--- config.mk ---
export PLATFORM = sky130hd
export DESIGN_NAME = modbus_tcp_pdu_length_checker_top
export DESIGN_NICKNAME = d
export VERILOG_FILES = /design/src/mbtcp_pkg.sv /design/src/modbus_tcp_pdu_length_checker_top.sv
export SDC_FILE = /design/constraint.sdc
export NUM_CORES = 1
export LEC_CHECK = 0
export ABC_AREA = 1
export BUFFER_PORTS_ARGS = -buffer_cell sky130_fd_sc_hd__buf_2
export CAP_MARGIN = 20
export CORE_MARGIN = 1.5
export CORE_UTILIZATION = 44
export DETAILED_ROUTE_END_ITERATION = 8
export GPL_ROUTABILITY_DRIVEN = 0
export PLACE_DENSITY_LB_ADDON = 0.05
export SYNTH_ARGS = -nofsm -noshare
export SYNTH_HDL_FRONTEND = slang
export SYNTH_SLANG_ARGS = --single-unit
--- constraint.sdc ---
create_clock -name clk -period 5.6 [get_ports clk]
set_input_delay 0.56 -clock clk [delete_from_list [all_inputs] [get_ports clk]]
set_output_delay 0.56 -clock clk [all_outputs]
set_load 0.01 [all_outputs]
--- src/mbtcp_pkg.sv ---
package mbtcp_pkg;

  localparam int SAVED_BYTES = 9;

  typedef enum logic [1:0] {
    WALKING   = 2'd0,
    WALK_PASS = 2'd1,
    WALK_FAIL = 2'd2
  } walk_t;

  localparam logic [7:0] FC_RD_COILS   = 8'h01;
  localparam logic [7:0] FC_RD_DISC    = 8'h02;
  localparam logic [7:0] FC_RD_HOLD    = 8'h03;
  localparam logic [7:0] FC_RD_INPUT   = 8'h04;
  localparam logic [7:0] FC_WR_COIL    = 8'h05;
  localparam logic [7:0] FC_WR_REG     = 8'h06;
  localparam logic [7:0] FC_EXC_STAT   = 8'h07;
  localparam logic [7:0] FC_DIAG       = 8'h08;
  localparam logic [7:0] FC_RSV_09     = 8'h09;
  localparam logic [7:0] FC_RSV_0A     = 8'h0A;
  localparam logic [7:0] FC_COMM_CNT   = 8'h0B;
  localparam logic [7:0] FC_COMM_LOG   = 8'h0C;
  localparam logic [7:0] FC_RSV_0D     = 8'h0D;
  localparam logic [7:0] FC_RSV_0E     = 8'h0E;
  localparam logic [7:0] FC_WR_COILS   = 8'h0F;
  localparam logic [7:0] FC_WR_REGS    = 8'h10;
  localparam logic [7:0] FC_SLAVE_ID   = 8'h11;
  localparam logic [7:0] FC_RD_FILE    = 8'h14;
  localparam logic [7:0] FC_WR_FILE    = 8'h15;
  localparam logic [7:0] FC_MASK_WR    = 8'h16;
  localparam logic [7:0] FC_RW_REGS    = 8'h17;
  localparam logic [7:0] FC_RD_FIFO    = 8'h18;
  localparam logic [7:0] FC_RSV_29     = 8'h29;
  localparam logic [7:0] FC_RSV_2A     = 8'h2A;
  localparam logic [7:0] FC_DEV_ID     = 8'h2B;
  localparam logic [7:0] FC_RSV_5A     = 8'h5A;
  localparam logic [7:0] FC_RSV_5B     = 8'h5B;
  localparam logic [7:0] FC_RSV_7D     = 8'h7D;
  localparam logic [7:0] FC_RSV_7E     = 8'h7E;
  localparam logic [7:0] FC_RSV_7F     = 8'h7F;

  localparam logic [7:0] MEI_BASIC     = 8'h0D;
  localparam logic [7:0] MEI_DEVICE_ID = 8'h0E;

  // diagnostics sub-functions
  localparam logic [15:0] SUB_RESERVED   = 16'd19;
  localparam logic [15:0] SUB_FIRST_FREE = 16'd21;

  typedef logic [7:0] byte_arr_t [SAVED_BYTES];

endpackage

--- src/modbus_tcp_pdu_length_checker_top.sv ---
// a packet's last beat is held in the input register, its verdict then in the output register
// throughput: one beat per cycle; all checks are short logic between the input register
//   (pending beat) and the output register, records are walked as bytes stream by
// the input stalls only while a last beat waits behind a verdict the sink has not taken
// reset: rst_n is synchronous, active low; clears counters, walk state and the output valid
module modbus_tcp_pdu_length_checker_top
  import mbtcp_pkg::*;
#(
  parameter int LENGTH_COUNTER_BITS = 16
) (
  input  logic        clk,
  input  logic        rst_n,
  input  logic        in_tvalid,
  output logic        in_tready,
  input  logic [7:0]  in_tdata,   // data_byte
  input  logic        in_tlast,   // end_of_packet
  input  logic [1:0]  in_tuser,   // start_of_packet, from_client
  output logic        out_tvalid,
  input  logic        out_tready,
  output logic [23:0] out_tdata   // frame_accepted, bad_protocol_id, reserved_function,
                                  // bad_length, unit_id, fcode, 4'b0 pad
);

  localparam int CB = LENGTH_COUNTER_BITS;
  localparam int OB = CB + 1;
  localparam logic [CB-1:0] COUNT_MAX = {CB{1'b1}};
  localparam logic [CB-1:0] HDR = CB'(8);

  // input register
  logic          v_r;
  logic [7:0]    b_r;
  logic          st_r, en_r, dir_in_r;

  logic [CB-1:0] pos_r, pos_nxt;
  logic          pid_r, pid_nxt;
  logic [7:0]    unit_r, unit_nxt, func_r, func_nxt;
  logic          dir_r, dir_nxt;
  byte_arr_t     p_r, p_nxt;
  logic [OB-1:0] off_r, off_nxt;
  logic [7:0]    rec_r, rec_nxt;
  walk_t         ws_r, ws_nxt;

  logic          ov_r;
  logic [19:0]   od_r;

  logic          stall;
  assign stall = ov_r && !out_tready && v_r && en_r;
  assign in_tready = !stall;

  always_ff @(posedge clk) begin
    if (!rst_n) begin
      v_r <= 1'b0;
    end else if (!stall) begin
      v_r <= in_tvalid;
    end
    if (!stall && in_tvalid) begin
      b_r <= in_tdata;
      st_r <= in_tuser[0];
      dir_in_r <= in_tuser[1];
      en_r <= in_tlast;
    end
  end

  logic [CB-1:0] idx, k, dsize, len;
  logic [OB-1:0] rs, tot;
  logic          res_v;
  logic [19:0]   res_d;
  logic          rsv, ok;
  logic [4:0]    m7_a;
  logic [3:0]    m7_b;
  logic          m7_ok;

  always_comb begin
    idx = st_r ? '0 : pos_r;
    pid_nxt = pid_r; unit_nxt = unit_r; func_nxt = func_r; dir_nxt = dir_r;
    p_nxt = p_r; off_nxt = off_r; rec_nxt = rec_r; ws_nxt = ws_r;
    k = idx - HDR;
    rs = '0; tot = '0;
    if (idx == '0) begin
      pid_nxt = 1'b0;
      for (int i = 0; i < SAVED_BYTES; i++) p_nxt[i] = 8'd0;
      off_nxt = '0; rec_nxt = 8'd0; ws_nxt = WALKING; dir_nxt = dir_in_r;
    end
    if ((idx == CB'(2) || idx == CB'(3)) && b_r != 8'd0) pid_nxt = 1'b1;
    else if (idx == CB'(6)) unit_nxt = b_r;
    else if (idx == CB'(7)) func_nxt = b_r;
    if (idx >= HDR) begin
      for (int i = 0; i < SAVED_BYTES; i++)
        if (k == CB'(i)) p_nxt[i] = b_r;
      if (func_r == FC_WR_FILE && dir_r) begin
        tot = OB'(p_r[0]);
        rs = off_r + OB'(1);
        if (k == '0) begin
          off_nxt = '0;
          ws_nxt = (b_r < 8'd7) ? WALK_FAIL : WALKING;
        end else if (ws_r == WALKING) begin
          if (OB'(k) == rs + OB'(5) && b_r != 8'd0) ws_nxt = WALK_FAIL;
          else if (OB'(k) == rs + OB'(6)) begin
            off_nxt = off_r + OB'(7) + OB'({b_r, 1'b0});
            if (off_nxt == tot) ws_nxt = WALK_PASS;
            else if (off_nxt + OB'(7) > tot) ws_nxt = WALK_FAIL;
          end
        end
      end else if (func_r == FC_DEV_ID && !dir_r) begin
        if (k == '0) begin
          off_nxt = OB'(6); rec_nxt = 8'd0;
        end else if (k >= CB'(6) && rec_r < p_r[5] && OB'(k) == off_r + OB'(1)) begin
          off_nxt = off_r + OB'(2) + OB'(b_r);
          rec_nxt = rec_r + 8'd1;
        end
      end
    end
    dsize = (idx == COUNT_MAX) ? COUNT_MAX : idx + CB'(1);
    pos_nxt = en_r ? '0 : dsize;
    len = dsize - HDR;

    rsv = 1'b0;
    case (func_nxt)
      FC_DIAG: rsv = (dsize >= CB'(10)) &&
                     ({p_nxt[0], p_nxt[1]} == SUB_RESERVED ||
                      {p_nxt[0], p_nxt[1]} >= SUB_FIRST_FREE);
      FC_RSV_09, FC_RSV_0A, FC_RSV_0D, FC_RSV_0E, FC_RSV_29, FC_RSV_2A,
      FC_RSV_5A, FC_RSV_5B, FC_RSV_7D, FC_RSV_7E, FC_RSV_7F:
        rsv = 1'b1;
      default: rsv = 1'b0;
    endcase

    // multiple of 7 by octal digit sums, since 8 is 1 mod 7
    m7_a = 5'(p_nxt[0][7:6]) + 5'(p_nxt[0][5:3]) + 5'(p_nxt[0][2:0]);
    m7_b = 4'(m7_a[4:3]) + 4'(m7_a[2:0]);
    m7_ok = (m7_b == 4'd0) || (m7_b == 4'd7);

    ok = 1'b1;
    if (dir_nxt) begin
      case (func_nxt)
        FC_RD_COILS, FC_RD_DISC, FC_RD_HOLD, FC_RD_INPUT, FC_WR_COIL, FC_WR_REG, FC_DIAG:
          ok = len == CB'(4);
        FC_EXC_STAT, FC_COMM_CNT, FC_COMM_LOG, FC_SLAVE_ID: ok = len == '0;
        FC_WR_COILS, FC_WR_REGS:
          ok = len >= CB'(5) && OB'(len) == OB'(p_nxt[4]) + OB'(5);
        FC_MASK_WR: ok = len == CB'(6);
        FC_RW_REGS: ok = len >= CB'(9) && OB'(len) == OB'(p_nxt[8]) + OB'(9);
        FC_RD_FIFO: ok = len == CB'(2);
        FC_DEV_ID: ok = p_nxt[0] == MEI_DEVICE_ID && len == CB'(3);
        FC_RD_FILE: ok = len >= CB'(1) && OB'(p_nxt[0]) == OB'(len - CB'(1)) && m7_ok;
        FC_WR_FILE: ok = len >= CB'(1) && OB'(p_nxt[0]) == OB'(len - CB'(1)) &&
                         ws_nxt == WALK_PASS;
        default: ok = 1'b1;
      endcase
    end else begin
      case (func_nxt)
        FC_RD_COILS, FC_RD_DISC, FC_RD_HOLD, FC_RD_INPUT, FC_COMM_LOG, FC_RW_REGS:
          ok = len >= CB'(1) && OB'(len) == OB'(p_nxt[0]) + OB'(1);
        FC_WR_COIL, FC_WR_REG, FC_DIAG, FC_COMM_CNT, FC_WR_COILS, FC_WR_REGS:
          ok = len == CB'(4);
        FC_EXC_STAT: ok = len == CB'(1);
        FC_MASK_WR: ok = len == CB'(6);
        FC_RD_FIFO: ok = len >= CB'(2) &&
                         17'(len) == 17'({p_nxt[0], p_nxt[1]}) + 17'd2;
        FC_DEV_ID: ok = len >= CB'(6) && (p_nxt[0] == MEI_BASIC ||
                        (p_nxt[0] == MEI_DEVICE_ID && rec_nxt == p_nxt[5] &&
                         off_nxt == OB'(len)));
        default: ok = 1'b1;
      endcase
    end

    res_v = v_r && en_r && dsize >= HDR;
    if (pid_nxt) res_d = {16'd0, 1'b0, 1'b0, 1'b1, 1'b0} ;
    else res_d = {func_nxt, unit_nxt, !ok, rsv, 1'b0, 1'b1};
  end

  always_ff @(posedge clk) begin
    if (!rst_n) begin
      pos_r <= '0; pid_r <= 1'b0; unit_r <= 8'd0; func_r <= 8'd0; dir_r <= 1'b0;
      for (int i = 0; i < SAVED_BYTES; i++) p_r[i] <= 8'd0;
      off_r <= '0; rec_r <= 8'd0; ws_r <= WALKING; ov_r <= 1'b0;
    end else begin
      if (v_r && !stall) begin
        pos_r <= pos_nxt; pid_r <= pid_nxt; unit_r <= unit_nxt; func_r <= func_nxt;
        dir_r <= dir_nxt; p_r <= p_nxt; off_r <= off_nxt; rec_r <= rec_nxt;
        ws_r <= ws_nxt;
      end
      if (!stall) begin
        if (res_v) ov_r <= 1'b1;
        else if (out_tready) ov_r <= 1'b0;
      end
    end
    if (!stall && res_v) od_r <= res_d;
  end

  assign out_tvalid = ov_r;
  assign out_tdata = {4'd0, od_r};

`ifndef SYNTHESIS
  a_stall_holds: assert property (@(posedge clk) disable iff (!rst_n)
    stall |=> $stable(od_r) && ov_r) else $error("result lost under stall");
  a_ready: assert property (@(posedge clk) disable iff (!rst_n)
    !ov_r |-> in_tready) else $error("stall with empty output");
  a_pid: assert property (@(posedge clk) disable iff (!rst_n)
    ov_r |-> (od_r[0] ^ od_r[1])) else $error("accepted and bad id both set");
`endif

endmodule
== Word-level counts from Yosys, hierarchy flattened ==
Cells that the tools add are included.
Word-level totals
  bits in registers: 166
  latch bits: 0
  memory bits (writable): 0
  memory bits (read-only): 0
  input bits: 15
  output and inout port bits: 26
  word-level logic and storage cells: 228
  memories: 0
Operators by class
  $add $sub $neg: 20
  $mul: 0
  divide/modulo/power cells: 0
  order comparisons: 13
  equal/unequal tests: 66
  shift-type cells: 0
  mux-type cells: 55
  bitwise gates (word level): 1
  reductions and logical operators: 48
Operators by type and width (number)
  2-to-1 mux 17 bit: 10
  2-to-1 mux 8 bit: 20
  2-to-1 mux 72 bit: 2
  equality test 16 x 3 -> 1 bit, second input constant: 8
  equality test 16 x 2 -> 1 bit, second input constant: 6
  equality test 8 x 4 -> 1 bit, second input constant: 10
  adder 17 x 3 -> 17 bit, second input constant: 4
  equality test 16 x 17 -> 1 bit: 4
  equality test 8 x 5 -> 1 bit, second input constant: 8
  >= comparator 16 x 4 -> 1 bit, second input constant: 4
  equality test 16 x 9 -> 1 bit: 3
  >= comparator 16 x 3 -> 1 bit, second input constant: 3
  logical NOT 16 bit: 3
  2-to-1 mux 16 bit: 3
  equality test 8 x 7 -> 1 bit, second input constant: 5
  equality test 16 x 1 -> 1 bit, second input constant: 2
  equality test 8 x 3 -> 1 bit, second input constant: 4
  equality test 8 x 6 -> 1 bit, second input constant: 4
  subtractor 16 x 4 -> 16 bit, second input constant: 2
  logical AND 1 bit: 26
  2-to-1 mux 2 bit: 11
  adder 16 x 2 -> 17 bit, second input constant: 1
  adder 17 x 1 -> 17 bit, second input constant: 1
  adder 17 x 2 -> 17 bit, second input constant: 1
  44 further kinds: 58

== Longest topological paths before layout ==
  depth after elaboration: 18
  gate-level depth with buffers: 40
  mapped depth without buffers: 37

== Worst setup path after synthesis ==
No wires, ideal clock.
  path kind: register to register
  from: reg st_r
  to: reg od_r[3], data pin
  setup time: 269 ps
  arrival time: 5654 ps
  required time: 5331 ps
  slack: -322 ps
  cell stages (with the launch flop): 38
  buffers on the path: 4
  period minus slack after synthesis: 5922 ps
  cells stage by stage: edfxtp_1 > inv_2 > buf_6 > nand2_2 > buf_4 > ha_1 > buf_2 > inv_1 > nand2_1 > nand2_1 > nand2_1 > nor3_2 > nand4_2 > buf_6 > o21ai_4 > inv_1 > fa_1 > inv_1 > [2 not listed] > fa_1 > xnor2_1 > ha_1 > inv_1 > fa_1 > xnor2_1 > and3_1 > o22ai_1 > nand2_1 > nand4_1 > nor3_1 > nand4_1 > nor2_1 > nand3_1 > nor2_1 > nand2_1 > nand2_1 > a21oi_2
RTL lines
  start, declared: line modbus_tcp_pdu_length_checker_top.sv:32  | logic st_r, en_r, dir_in_r;
  start signal, assigned: line modbus_tcp_pdu_length_checker_top.sv:58  | st_r <= in_tuser[0];
  end signal, assigned: line modbus_tcp_pdu_length_checker_top.sv:188  | if (!stall && res_v) od_r <= res_d;
  end, declared: line modbus_tcp_pdu_length_checker_top.sv:44  | logic [19:0] od_r;

==> impl_metrics.yaml <==
status:
  outcome: "complete, but fails checks"
  violations: "setup timing"
route:
  wl_um: 63820
  top_layer_used: "met5"
  drc: 0
  routedWlPerCell_um: 19.22
  met3_length_um: 5245
  drt-met1-wl_um: 29000
  firstDrtPassIters: 7
  viasPerCell: 5.629
  detail-route-antenna-nets: 0
  num_vias: 18687
  initialDrtViolationCount: 1831
  met2_length_um: 27370
clock_tree:
  htreeDepth: 4
  cts_tree: "built"
  cts_sinks: 134
  cts.clk_slew.worst_paths_ns: 0.07
  cts.path.max_buffers: 2
  clock_latency_ns: 0.45
  cts_root_buf: "clkbuf_16"
  numCtsBuffers: 17
floorplanning:
  die_h_um: 195.9
  core_area_mm2: 0.03661
  die_x_um: 195.9
  pin_count: 41
  fp-row-count: 70
  start_util_pct: 44.72
  dieArea_mm2: 0.03838
critical_path:
  critPathLaunchType: "flip-flop"
  slowest_delay_ns: 0.45
  criticalPathCategory: "reg -> reg"
  worstPathRequired_ns: 5.80
  path_delay_family: "simple AND/OR/NAND/NOR gates"
  crit_top_cell: "nand2_1"
  worstPathMaxFanout: 6
  cpMaxStageDelayCell: "fa_1"
  endpoint_kind: "flip-flop"
  worstPathArrival_ns: 5.81
  crit_buf_inv: 8
grt:
  grt_start_max_net_pins: 106
  antenna_found_initial: 1
  grt_pass1_wl_um: 99440
  grt_pass1_vias: 17291
  grt_overflow: 0
  track_usage_pct: 33.49
final_layout:
  diodes: 0
  design_area_mm2: 0.01871
  drive_above_1_share_pct: 15.71
  area_growth_pct: 14.27
  fin_nets: 2941
  finish.utilization_pct: 51.10
  stdcell_count: 3320
place:
  dp_hpwl_um: 51100
  placed_cells: 3276
  port_buffers: 36
  post_dp_cell_area_mm2: 0.01782
yosys:
  synthCells: 2715
  synth_xor_area_share_pct: 6.725
  synth_mux_area_share_pct: 0.4891
  synthDistinctLibCells: 75
  synth_top_cell_area_share_pct: 17.68
  synth_flop_cell: "dfxtp_1"
  synth-seq-cells: 134
  avgSynthCellArea_um2: 6.031
  synth_area_mm2: 0.01637
  synth_top_area_cell: "nand2_1"
  yosys.area_share.simple_pct: 43.61
  synth_top_family_by_area: "simple AND/OR/NAND/NOR gates"
  synth-async-reset-ratio_pct: 0
  synth_area_leaders: "nand2_1 (18%), dfxtp_1 (13%), nand3_1 (8.1%)"
  synth_compound_area_share_pct: 13.88
  yosysSeqAreaShare_pct: 18.28
  synth-edff-count: 31
  synth_fa_ha_area_share_pct: 6.923
  yosys_warnings: 0
timing:
  holdWs_ns: 0.2848
  finalClockSkew_ns: 0.01379
  tightest_slew_ns: 1.169
  timing.final.ws_setup_ns: -0.009628
  fin_crit_ns: 5.610
  final_hold_viol_count: 0
  maxSlewHeadroom_pct: 21.65
  rsz0062_at_grt: "true"
  fin_crit_sh_pct: 100.2
  fmax_ghz: 0.1783
  setup_viol: 1
  drv_slew: 0
power:
  ir_drop_mv: 0.1814
  cellLeakagePower_nw: 8.954
  powerDensity_mw_per_mm2: 155.3
  power_frac_seq_pct: 37.1
  p_switching_mw: 1.038
  power_frac_clock_pct: 40.9
  p_sw_share_pct: 35.73
  pwr-share-comb_pct: 22.0
  internal_power_mw: 1.868
  power_mw: 2.906
worst_hold_path:
  hp-class: "in -> reg"
run:
  drv_cap: 0
final timing paths:
| path | start | to | slack, ns | cells after the start |
|---|---|---|---|---|
| max | st_r | od_r[3] | -0.01 | 36 |
| min | in_tdata[2] | b_r[2] | 0.28 | 1 |
| max reg2reg | st_r | od_r[3] | -0.01 | 36 |
| min reg2reg | pos_r[15] | pos_r[15] | 0.50 | 2 |
synth_stat cells, types with 5 or more instances:
library cell  number
or2_2              5
nand4_2            5
nor2_4            15
inv_1            292
a211oi_1           6
o21ai_1           20
nand3b_1           9
nor2_2            33
clkinv_1           5
nand2_1          771
xor2_1            83
ha_1              81
a21oi_1          159
buf_2             16
xnor2_1           14
nor4_1             8
nor3_2             6
xor2_2             8
mux2i_1            8
nor2_1           276
o211ai_1          13
nand3_1          264
nand2_4            9
dfxtp_1          103
clkbuf_1          44
o21ai_2           23
inv_2             36
buf_4              7
a31oi_1            7
o21ai_0          141
nand3_2            8
nor3_1            43
nand4_1           67
buf_6              6
nand2_2           24
edfxtp_1          31
fa_1               6
power groups by stage:
stage | clock (mW) | sequential, mW | combinational, mW
2_1_floorplan | 0 | 1.08 | 0.439
3_3_place_gp | 0 | 1.10 | 0.615
3_5_place_dp | 0 | 1.10 | 0.622
4_1_cts | 1.19 | 1.08 | 0.628
5_1_grt | 1.23 | 1.08 | 0.724
6_report | 1.19 | 1.08 | 0.641
cell usage in the layout (no fill, tap or decap), types with 6 or more instances in the layout:
cell type  count
o211ai_1      13
xor2_2         8
nand2_1      759
inv_2         38
nor3_1        41
nand2_2       33
clkbuf_16     17
nand3b_1       9
nor3_2         7
xor2_1        83
o21ai_2       29
inv_1        289
dfxtp_1      103
buf_6          6
xnor2_1       12
ha_1          77
a211oi_1       6
nor2_2        34
buf_2         36
nor2_4        18
nand4_1       67
o21ai_1       17
nand3_2       11
edfxtp_1      31
mux2i_1        8
a21oi_1      159
nor4_1         8
o21ai_0      138
nor2_1       272
buf_4        129
a31oi_1        6
nand2_4       10
nand3_1      259
layout make-up:
class	count	area, um^2
fill	3857	17900
multi-input combinational	2175	11990
sequential	134	2993
timing repair buffer	175	1276
inverter	335	1267
tap	468	585.6
clock buffer	17	425.4
clock inverter	15	162.7
timing repair inverter	1	7.507
state kept, by name (all words and copies together) (netlist names):
name / cells
dir_in_r: 1
od_r: 20
unit_r: 8
ws_r: 2
b_r: 8
func_r: 8
out_tvalid: 1
st_r: 1
v_r: 1
pid_r: 1
pos_r: 16
rec_r: 8
dir_r: 1
en_r: 1
p_r: 40
off_r: 17
metal layers:
metal	vias to the layer above	track usage [%]
met5	-	0
met4	2	11.65
met3	116	5.106
met2	809	51.88
met1	8634	47.16
li1	9126	-
what timing repair did:
action,4_1_cts,5_1_grt
hold buffers,0,0
gates resized for setup,16,32
gates cloned,1,0
setup endpoints to repair,1,1
pin swaps,7,27
setup buffers,1,9
kinds of logic after synthesis:
group,Yosys count
AOI/OAI and AO/OA,399
xor gates and xnor gates,110
adders and majority gates,87
buffers and inverters,409
DFF,134
muxes,8
other,1
and+or+nand+nor,1567
metrics by stage:
| step | setup slack (ns) | TNS [ns] |
|---|---|---|
| floorplan | -0.06260 | -0.06260 |
| global placement | 0.04158 | 0 |
| detailed placement | -0.1334 | -0.1334 |
| CTS | 0.005595 | 0 |
| global route | -0.4201 | -0.4201 |
| finish | -0.009628 | -0.009628 |
No activity file was read; power rests on OpenSTA's default activity.
